<file path="config.mk">
export PLATFORM = sky130hd
export DESIGN_NAME = riff_wave_header_parser_unit
export DESIGN_NICKNAME = d
export VERILOG_FILES = /design/src/rtl/riffwav_pkg.sv /design/src/rtl/riff_wave_header_parser_unit.sv
export VERILOG_INCLUDE_DIRS = /design/src /design/src/rtl
export SDC_FILE = /design/constraint.sdc
export NUM_CORES = 1
export LEC_CHECK = 0
export CORE_ASPECT_RATIO = 1.5
export CORE_MARGIN = 2
export CORE_UTILIZATION = 40
export CTS_CLUSTER_DIAMETER = 60
export DETAILED_ROUTE_END_ITERATION = 6
export DONT_BUFFER_PORTS = 1
export PLACE_DENSITY_LB_ADDON = 0.08
export REMOVE_ABC_BUFFERS = 1
export SYNTH_ARGS = -nofsm -noshare
export SYNTH_HDL_FRONTEND = slang
export SYNTH_SLANG_ARGS = --single-unit
</file>
<file path="constraint.sdc">
create_clock -name clk_i -period 23.5 [get_ports clk_i]
set_input_delay 7.05 -clock clk_i [delete_from_list [all_inputs] [get_ports clk_i]]
set_output_delay 7.05 -clock clk_i [all_outputs]
set_load 0.01 [all_outputs]
</file>
<file path="src/rtl/assert_macros.svh">
// ----------------------------------------------------------------------------
// Assertion macros
// Shared concurrent assertion wrappers. Assertions drop out when NO_ASSERTIONS
// is defined.
// ----------------------------------------------------------------------------
`ifndef ASSERT_MACROS_SVH
`define ASSERT_MACROS_SVH

`ifndef NO_ASSERTIONS

// The property must hold at every rising clock edge outside reset.
`define ASSERT_PROP(name, clk, rstn, prop, msg) \
  name: assert property (@(posedge clk) disable iff (!rstn) (prop)) else $error(msg);

// The condition must never be true at a rising clock edge outside reset.
`define ASSERT_NEVER(name, clk, rstn, cond, msg) \
  name: assert property (@(posedge clk) disable iff (!rstn) !(cond)) else $error(msg);

`else

`define ASSERT_PROP(name, clk, rstn, prop, msg)
`define ASSERT_NEVER(name, clk, rstn, cond, msg)

`endif

`endif

</file>
<file path="src/rtl/riffwav_pkg.sv">
`timescale 1ns / 1ps
`default_nettype none
// ----------------------------------------------------------------------------
// RIFF/WAVE header parser package
// Parse phases, status codes, tag constants and the result word layout.
// ----------------------------------------------------------------------------
package riffwav_pkg;

  typedef enum logic [3:0] {
    PH_RIFF  = 4'd0,
    PH_SIZE  = 4'd1,
    PH_WAVE  = 4'd2,
    PH_ID    = 4'd3,
    PH_LEN   = 4'd4,
    PH_SKIP  = 4'd5,
    PH_TAG   = 4'd6,
    PH_CHAN  = 4'd7,
    PH_RATE  = 4'd8,
    PH_BRATE = 4'd9,
    PH_ALIGN = 4'd10,
    PH_BITS  = 4'd11,
    PH_DONE  = 4'd12
  } phase_e;

  typedef enum logic [2:0] {
    ST_OK        = 3'd0,
    ST_NOT_RIFF  = 3'd1,
    ST_NOT_WAVE  = 3'd2,
    ST_NO_FMT    = 3'd3,
    ST_FMT_SHORT = 3'd4,
    ST_BAD_FMT   = 3'd5,
    ST_BAD_SIZE  = 3'd6,
    ST_NO_DATA   = 3'd7
  } status_e;

  typedef enum logic [1:0] {
    KIND_PCM   = 2'd0,
    KIND_ALAW  = 2'd1,
    KIND_MULAW = 2'd2
  } kind_e;

  localparam logic [31:0] TAG_RIFF = 32'h5249_4646;
  localparam logic [31:0] TAG_WAVE = 32'h5741_5645;
  localparam logic [31:0] TAG_FMT  = 32'h666D_7420;
  localparam logic [31:0] TAG_DATA = 32'h6461_7461;
  localparam logic [31:0] FMT_MIN  = 32'd16;

  localparam logic [15:0] FMT_TAG_PCM   = 16'd1;
  localparam logic [15:0] FMT_TAG_ALAW  = 16'd6;
  localparam logic [15:0] FMT_TAG_MULAW = 16'd7;

  // Declared from the highest bits down, so status lands in the lowest bits.
  typedef struct packed {
    logic [31:0] sample_count;
    logic [31:0] data_bytes;
    logic [2:0]  bytes_per_sample;
    logic [15:0] bits_per_sample;
    logic [15:0] block_align;
    logic [31:0] byte_rate;
    logic [31:0] sample_rate;
    logic [15:0] channels;
    logic [1:0]  format_kind;
    logic [15:0] format_tag;
    logic [2:0]  status;
  } result_t;

endpackage

`default_nettype wire

</file>
<file path="src/rtl/riff_wave_header_parser_unit.sv">
`timescale 1ns / 1ps
`default_nettype none
// ----------------------------------------------------------------------------
// RIFF/WAVE header parser
// Walks a WAVE file byte stream and reports the fmt fields and data length.
// ----------------------------------------------------------------------------
// Usage:
// The slave channel takes one word per file byte: tdata carries the byte,
// tuser[0] restarts the parser so that this byte is the first of a file, and
// tuser[1] marks the end of the stream (tdata is then ignored).
// The master channel gives one word per file: the status and, on success,
// the format fields, the data chunk length and the sample count. After that
// word the parser drops all bytes until a restart.
// Throughput is one byte per cycle while the slave side is not stalled. A
// byte is captured in an input register, updates the parse state from there
// and, if it ends the header, its result is loaded into the result register
// together with that update. When the receiver stalls, the result register
// holds its word and bytes that produce no result keep flowing; only a byte
// that would produce a second result waits in the input register, and the
// slave side stalls until the word is taken.
// Reset clears the parser to expect the RIFF tag and empties both registers.
// ----------------------------------------------------------------------------
module riff_wave_header_parser_unit (
  input  logic         clk_i,
  input  logic         rst_ni,
  input  logic         s_axis_tvalid_i,
  output logic         s_axis_tready_o,
  input  logic [7:0]   s_axis_tdata_i,   // [7:0] data_byte
  input  logic [1:0]   s_axis_tuser_i,   // [0] restart, [1] stream_end
  output logic         m_axis_tvalid_o,
  input  logic         m_axis_tready_i,
  // [2:0] status, [18:3] format_tag, [20:19] format_kind, [36:21] channels,
  // [68:37] sample_rate, [100:69] byte_rate, [116:101] block_align,
  // [132:117] bits_per_sample, [135:133] bytes_per_sample,
  // [167:136] data_bytes, [199:168] sample_count
  output logic [199:0] m_axis_tdata_o
);
  import riffwav_pkg::*;

  // Input register.
  logic        in_valid_q, in_valid_d;
  logic [7:0]  byte_q;
  logic        restart_q;
  logic        end_q;
  logic        s_accept;

  // Parse state.
  phase_e      phase_q, phase_d;
  logic [1:0]  bif_q, bif_d;
  logic [31:0] tag_q, tag_d;
  logic [31:0] accum_q, accum_d;
  logic [31:0] skip_q, skip_d;
  logic [15:0] fmt_tag_q, fmt_tag_d;
  logic [15:0] chan_q, chan_d;
  logic [31:0] rate_q, rate_d;
  logic [31:0] brate_q, brate_d;
  logic [15:0] align_q, align_d;
  logic [15:0] bits_q, bits_d;

  // Result register.
  logic        out_valid_q, out_valid_d;
  result_t     result_q;
  result_t     res;
  logic        produce;
  logic        out_free;
  logic        advance;
  logic        result_load;

  // Working values.
  phase_e      e_phase;
  logic [1:0]  e_bif;
  logic [31:0] e_tag;
  logic [31:0] e_accum;
  logic [31:0] e_skip;
  logic [31:0] word_cur;
  logic [31:0] tag_cur;
  logic [31:0] skip_dec;
  logic [16:0] bits_sum;
  logic [13:0] bps_new;
  logic [16:0] held_sum;
  logic [13:0] bps_held;
  logic        last2;
  logic        last4;

  assign s_accept    = s_axis_tvalid_i && s_axis_tready_o;
  assign out_free    = !out_valid_q || m_axis_tready_i;
  assign advance     = in_valid_q && (!produce || out_free);
  assign result_load = advance && produce;

  assign s_axis_tready_o = !in_valid_q || advance;
  assign m_axis_tvalid_o = out_valid_q;
  assign m_axis_tdata_o  = result_q;

  always_comb begin
    in_valid_d  = s_accept ? 1'b1 : (advance ? 1'b0 : in_valid_q);
    out_valid_d = result_load ? 1'b1 : (m_axis_tready_i ? 1'b0 : out_valid_q);
  end

  always_comb begin
    // A restart clears the parser before this byte is looked at.
    e_phase = restart_q ? PH_RIFF : phase_q;
    e_bif   = restart_q ? 2'd0 : bif_q;
    e_tag   = restart_q ? 32'd0 : tag_q;
    e_accum = restart_q ? 32'd0 : accum_q;
    e_skip  = restart_q ? 32'd0 : skip_q;

    phase_d   = e_phase;
    bif_d     = e_bif;
    tag_d     = e_tag;
    accum_d   = e_accum;
    skip_d    = e_skip;
    fmt_tag_d = restart_q ? 16'd0 : fmt_tag_q;
    chan_d    = restart_q ? 16'd0 : chan_q;
    rate_d    = restart_q ? 32'd0 : rate_q;
    brate_d   = restart_q ? 32'd0 : brate_q;
    align_d   = restart_q ? 16'd0 : align_q;
    bits_d    = restart_q ? 16'd0 : bits_q;

    produce = 1'b0;
    res     = '0;

    word_cur = e_accum | ({24'd0, byte_q} << {e_bif, 3'b000});
    tag_cur  = {e_tag[23:0], byte_q};
    skip_dec = (e_skip != 32'd0) ? e_skip - 32'd1 : 32'd0;
    last2    = e_bif[0];
    last4    = (e_bif == 2'd3);

    bits_sum = {1'b0, word_cur[15:0]} + 17'd7;
    bps_new  = bits_sum[16:3];
    held_sum = {1'b0, bits_q} + 17'd7;
    bps_held = held_sum[16:3];

    if (e_phase < PH_DONE) begin
      if (end_q) begin
        produce = 1'b1;
        phase_d = PH_DONE;
        if (e_phase == PH_RIFF) begin
          res.status = ST_NOT_RIFF;
        end else if (e_phase == PH_SIZE || e_phase == PH_WAVE) begin
          res.status = ST_NOT_WAVE;
        end else if (bits_d != 16'd0) begin
          res.status = ST_NO_DATA;
        end else begin
          res.status = ST_NO_FMT;
        end
      end else begin
        unique case (e_phase)
          PH_RIFF, PH_WAVE, PH_ID: begin
            tag_d = tag_cur;
            bif_d = last4 ? 2'd0 : e_bif + 2'd1;
            if (last4) begin
              if (e_phase == PH_RIFF) begin
                if (tag_cur != TAG_RIFF) begin
                  produce    = 1'b1;
                  res.status = ST_NOT_RIFF;
                  phase_d    = PH_DONE;
                end else begin
                  phase_d = PH_SIZE;
                end
              end else if (e_phase == PH_WAVE) begin
                if (tag_cur != TAG_WAVE) begin
                  produce    = 1'b1;
                  res.status = ST_NOT_WAVE;
                  phase_d    = PH_DONE;
                end else begin
                  phase_d = PH_ID;
                end
              end else begin
                phase_d = PH_LEN;
              end
            end
          end
          PH_SIZE, PH_LEN, PH_RATE, PH_BRATE: begin
            accum_d = last4 ? 32'd0 : word_cur;
            bif_d   = last4 ? 2'd0 : e_bif + 2'd1;
            if (last4) begin
              case (e_phase)
                PH_SIZE:  phase_d = PH_WAVE;
                PH_RATE: begin
                  rate_d  = word_cur;
                  phase_d = PH_BRATE;
                end
                PH_BRATE: begin
                  brate_d = word_cur;
                  phase_d = PH_ALIGN;
                end
                default: begin
                  // Chunk length: the first fmt and a data chunk after it are acted on, others skipped.
                  if (bits_q == 16'd0 && e_tag == TAG_FMT) begin
                    if (word_cur < FMT_MIN) begin
                      produce    = 1'b1;
                      res.status = ST_FMT_SHORT;
                      phase_d    = PH_DONE;
                    end else begin
                      skip_d  = word_cur - FMT_MIN;
                      phase_d = PH_TAG;
                    end
                  end else if (bits_q != 16'd0 && e_tag == TAG_DATA) begin
                    produce              = 1'b1;
                    phase_d              = PH_DONE;
                    res.status           = ST_OK;
                    res.format_tag       = fmt_tag_q;
                    res.format_kind      = (fmt_tag_q == FMT_TAG_ALAW) ? KIND_ALAW :
                                           (fmt_tag_q == FMT_TAG_MULAW) ? KIND_MULAW :
                                           KIND_PCM;
                    res.channels         = chan_q;
                    res.sample_rate      = rate_q;
                    res.byte_rate        = brate_q;
                    res.block_align      = align_q;
                    res.bits_per_sample  = bits_q;
                    res.bytes_per_sample = bps_held[2:0];
                    res.data_bytes       = word_cur;
                    // Bytes per sample is 1, 2 or 4 here, so the divide is a shift.
                    res.sample_count     = word_cur >> {bps_held[2], bps_held[1]};
                  end else if (word_cur == 32'd0) begin
                    phase_d = PH_ID;
                  end else begin
                    skip_d  = word_cur;
                    phase_d = PH_SKIP;
                  end
                end
              endcase
            end
          end
          PH_SKIP: begin
            skip_d = skip_dec;
            if (skip_dec == 32'd0) begin
              phase_d = PH_ID;
            end
          end
          PH_TAG, PH_CHAN, PH_ALIGN, PH_BITS: begin
            accum_d = last2 ? 32'd0 : word_cur;
            bif_d   = last2 ? 2'd0 : e_bif + 2'd1;
            if (last2) begin
              case (e_phase)
                PH_TAG: begin
                  if (word_cur != {16'd0, FMT_TAG_PCM} &&
                      word_cur != {16'd0, FMT_TAG_ALAW} &&
                      word_cur != {16'd0, FMT_TAG_MULAW}) begin
                    produce    = 1'b1;
                    res.status = ST_BAD_FMT;
                    phase_d    = PH_DONE;
                  end else begin
                    fmt_tag_d = word_cur[15:0];
                    phase_d   = PH_CHAN;
                  end
                end
                PH_CHAN: begin
                  chan_d  = word_cur[15:0];
                  phase_d = PH_RATE;
                end
                PH_ALIGN: begin
                  align_d = word_cur[15:0];
                  phase_d = PH_BITS;
                end
                default: begin
                  if (bps_new != 14'd1 && bps_new != 14'd2 && bps_new != 14'd4) begin
                    produce    = 1'b1;
                    res.status = ST_BAD_SIZE;
                    phase_d    = PH_DONE;
                  end else begin
                    bits_d  = word_cur[15:0];
                    phase_d = (e_skip == 32'd0) ? PH_ID : PH_SKIP;
                  end
                end
              endcase
            end
          end
          default: begin
            phase_d = PH_DONE;
          end
        endcase
      end
    end
  end

  always_ff @(posedge clk_i or negedge rst_ni) begin
    if (!rst_ni) begin
      in_valid_q  <= 1'b0;
      out_valid_q <= 1'b0;
      phase_q     <= PH_RIFF;
      bif_q       <= 2'd0;
      tag_q       <= 32'd0;
      accum_q     <= 32'd0;
      skip_q      <= 32'd0;
      fmt_tag_q   <= 16'd0;
      chan_q      <= 16'd0;
      rate_q      <= 32'd0;
      brate_q     <= 32'd0;
      align_q     <= 16'd0;
      bits_q      <= 16'd0;
    end else begin
      in_valid_q  <= in_valid_d;
      out_valid_q <= out_valid_d;
      if (advance) begin
        phase_q   <= phase_d;
        bif_q     <= bif_d;
        tag_q     <= tag_d;
        accum_q   <= accum_d;
        skip_q    <= skip_d;
        fmt_tag_q <= fmt_tag_d;
        chan_q    <= chan_d;
        rate_q    <= rate_d;
        brate_q   <= brate_d;
        align_q   <= align_d;
        bits_q    <= bits_d;
      end
    end
  end

  always_ff @(posedge clk_i) begin
    if (s_accept) begin
      byte_q    <= s_axis_tdata_i;
      restart_q <= s_axis_tuser_i[0];
      end_q     <= s_axis_tuser_i[1];
    end
    if (result_load) begin
      result_q <= res;
    end
  end

`include "assert_macros.svh"

  `ASSERT_PROP(a_done_after_result, clk_i, rst_ni,
               result_load |=> (phase_q == PH_DONE),
               "parser not finished after its result")
  `ASSERT_PROP(a_fmt_seen_phase, clk_i, rst_ni,
               (bits_q != 16'd0) |-> (phase_q == PH_ID || phase_q == PH_LEN ||
                                      phase_q == PH_SKIP || phase_q == PH_DONE),
               "fmt fields held while still reading fmt")
  `ASSERT_PROP(a_skip_aligned, clk_i, rst_ni,
               (phase_q == PH_SKIP) |-> (bif_q == 2'd0 && skip_q != 32'd0),
               "skip phase entered with stale field count")
  `ASSERT_PROP(a_ok_sample_size, clk_i, rst_ni,
               (out_valid_q && result_q.status == ST_OK) |->
                 (result_q.bytes_per_sample == 3'd1 || result_q.bytes_per_sample == 3'd2 ||
                  result_q.bytes_per_sample == 3'd4),
               "successful result with bad sample size")

endmodule

`default_nettype wire
</file>
==> impl_metrics.py <==
metrics = {
    "run_status": {
        "status": "complete, no violations",
    },
    "logic_synthesis": {
        "synth_cells": 2178,
        "ys_top_cells_by_area": "edfxtp_1, dfrtp_1, o21ai_0, and2_1, nand2_1",
        "synth.distinct_cells": 95,
        "synthAdderAreaFrac_pct": 0.285,
        "synth_top_family_by_area": "simple AND/OR/NAND/NOR gates",
        "synth_top_area_share_pct": 28.7,
        "yosysWarnings": 0,
        "synth_compound_area_share_pct": 19.4,
        "synth_common_cells": "nand2_1, dfrtp_1, nor2_1, edfxtp_1, o21ai_0",
        "yosysTopAreaCell": "edfxtp_1",
        "yosys.area_share.simple_pct": 20.2,
        "synth.most_common_cell": "nand2_1",
        "yosysSeqAreaShare_pct": 55.1,
        "synthMuxAreaShare_pct": 0.490,
        "synth-main-ff-cell": "dfrtp_1",
        "synth-async-reset-ratio_pct": 52.5,
        "synth_xor_xnor_area_share_pct": 0.757,
        "avgSynthCellArea_um2": 10.1,
        "syn-cell-area_um2": 22000,
        "synth-edff-count": 210,
        "ys_seq_elements": 442,
    },
    "global_routing": {
        "grt_pass1_wl_um": 110000,
        "grt-ovfl-total": 0,
        "grtUsageTotal_pct": 25.4,
        "grt_pass1_vias": 16800,
        "grt_max_degree": 233,
        "antenna_found_initial": 0,
    },
    "clock_tree": {
        "cts_tree": "done",
        "worstSkewPairLatency_ns": 0.61,
        "clkSinkCount": 442,
        "holdBufCountCts": 0,
        "clockBufferDepth": 3,
        "h-tree-depth": 2,
        "cts_buffers": 46,
        "clk_pin_slew_ns": 0.06,
        "cts_resized": 0,
        "cts_root_buf": "clkbuf_16",
        "postCtsSetupRepairBufs": 0,
    },
    "setup_path": {
        "arrival_ns": 7.59,
        "worstSetupEndpointType": "output port",
        "cp_num_buf_inv": 0,
        "critical_path_class": "input port to output port",
        "critPathTopFamily": "simple AND/OR/NAND/NOR gates",
        "cp_num_cells": 2,
        "crit_fanout": 3,
        "ff2ff_path_depth": 15,
        "cpPeakStageDelay_ns": 0.41,
        "required_ns": 16.45,
        "crit_path_start_kind": "input port",
        "path_cells": "nand2b_1, or3_1",
        "crit_path_top_delay_cell": "or3_1",
    },
    "layout": {
        "utilization_pct": 44.3,
        "stdcell_area_um2": 24100,
        "regArea_um2": 12100,
        "drive_above_1_share_pct": 8.41,
        "area_growth_pct": 9.80,
        "multi_input_area_um2": 9170,
        "fin_nets": 2122,
        "fillers": 5143,
    },
    "detailed_routing": {
        "viasPerCell": 6.08,
        "post-route-drc-count": 0,
        "antenna_left": 0,
        "dr.first_iter.drc_count": 1326,
        "vias": 17300,
        "wl_per_cell_um": 25.9,
        "drt_wl_total_um": 73400,
        "first_pass_iters": 5,
    },
    "worst_hold_path": {
        "hold_class": "flip-flop to flip-flop",
        "holdPathStages": 2,
    },
    "floorplanning": {
        "placementRows": 105,
        "chipWidth_um": 195,
        "die_h_um": 291,
        "ioPinCount": 216,
        "core_area_um2": 54500,
        "start_util_pct": 40.3,
        "die-area_um2": 56900,
    },
    "power": {
        "p_leak_uw": 0.00929,
        "power.total_uw": 2050,
        "powerDensity_nw_per_um2": 84.8,
        "ir_worst_vdd_v": 0.0000619,
    },
    "sta": {
        "fin_skew_ns": 0.0224,
        "fmax_mhz": 68.3,
        "rsz0062_at_grt": "no",
        "finalHoldWorstSlack_ns": 0.469,
        "hold_viol": 0,
        "relSlewSlack_pct": 11.4,
        "min_period_over_period_pct": 62.3,
        "finalMaxSlewViolations": 0,
        "worstMarginPinSlew_ns": 1.32,
        "setup_violations": 0,
        "finalSetupTns_ns": 0,
        "period_needed_ns": 14.64,
    },
    "run": {
        "maxCapViolCount": 0,
    },
    "placed_design": {
        "dp_hpwl_um": 49900,
        "placed_area_um2": 22500,
        "place.gp.congestion": 0.925,
        "numPortBuffers": 0,
    },
}
-- where the power goes --
| group | internal [µW] | switching (µW) |
|---|---|---|
| combinational | 103 | 250 |
| sequential | 856 | 56.9 |
| clock | 451 | 329 |
| total | 1410 | 636 |
-- area by class of cell --
type / count / area share, %
well taps: 695 / 3.60
flip-flops and latches: 442 / 50.2
clock buffers: 61 / 5.38
repair buffers: 37 / 1.15
inverters: 17 / 0.264
clock inverters: 25 / 1.41
diodes: 1 / 0.0104
multi-input cells: 1559 / 38.0
-- cells in the final DEF (no fill, tap or decap), drive strengths merged, types with 61 or more instances in the layout --
master / Yosys / layout
and2: 151 / 151
edfxtp: 210 / 210
a22o: 72 / 72
a21oi: 123 / 123
clkbuf: 98 / 61
nor2: 214 / 214
dfrtp: 232 / 232
nor3: 65 / 65
o21ai: 213 / 213
nand2: 244 / 244
-- path summary, 6_finish.rpt --
check                                                        end              startpoint  slack [ns]
worst max-delay path                             s_axis_tready_o         m_axis_tready_i        8.86
worst min-delay path                      chan_q[10]$_DFFE_PN0P_  chan_q[10]$_DFFE_PN0P_        0.47
worst max register to register  m_axis_tdata_o[91]$_SDFFCE_PP0P_    bif_q[0]$_DFFE_PN0P_       16.76
worst min register to register            chan_q[10]$_DFFE_PN0P_  chan_q[10]$_DFFE_PN0P_        0.47
max in group asynchronous                  rate_q[2]$_DFFE_PN0P_                  rst_ni       16.99
min in group asynchronous                 skip_q[15]$_DFFE_PN0P_                  rst_ni        6.15
-- state kept, by name, indices dropped and copies added (netlist names), 4 cells and up --
| name | count |
|---|---|
| accum_q | 32 |
| align_q | 16 |
| bits_q | 16 |
| brate_q | 32 |
| byte_q | 8 |
| chan_q | 16 |
| fmt_tag_q | 16 |
| m_axis_tdata_o | 200 |
| phase_q | 4 |
| rate_q | 32 |
| skip_q | 32 |
| tag_q | 32 |
-- layer usage --
metal	global-route usage, %	part of all wire (%)	vias up
met3	3.33	4.8	178
met1	31.5	41	8629
met4	10.7	4.1	0
li1	-	-	7802
met5	0	0	-
met2	44.5	50	641
-- cells by family (layout without fill, tap and decap cells) --
| group | count (synthesis) | in the layout |
|---|---|---|
| buf+inv | 177 | 140 |
| compound gates | 633 | 633 |
| simple gates | 894 | 894 |
| flops | 442 | 442 |
| other cells | 0 | 1 |
| fa+ha+maj | 5 | 5 |
| mux | 8 | 8 |
| xor+xnor | 19 | 19 |
-- stage by stage --
step / instances / setup slack, ns
floorplan: 2018 / 1.90
global placement: 2750 / 8.87
detailed placement: 2750 / 8.86
CTS: 2836 / 8.86
global route: 2836 / 8.83
finish: 2837 / 8.86
(Power assumes the default switching activity.)
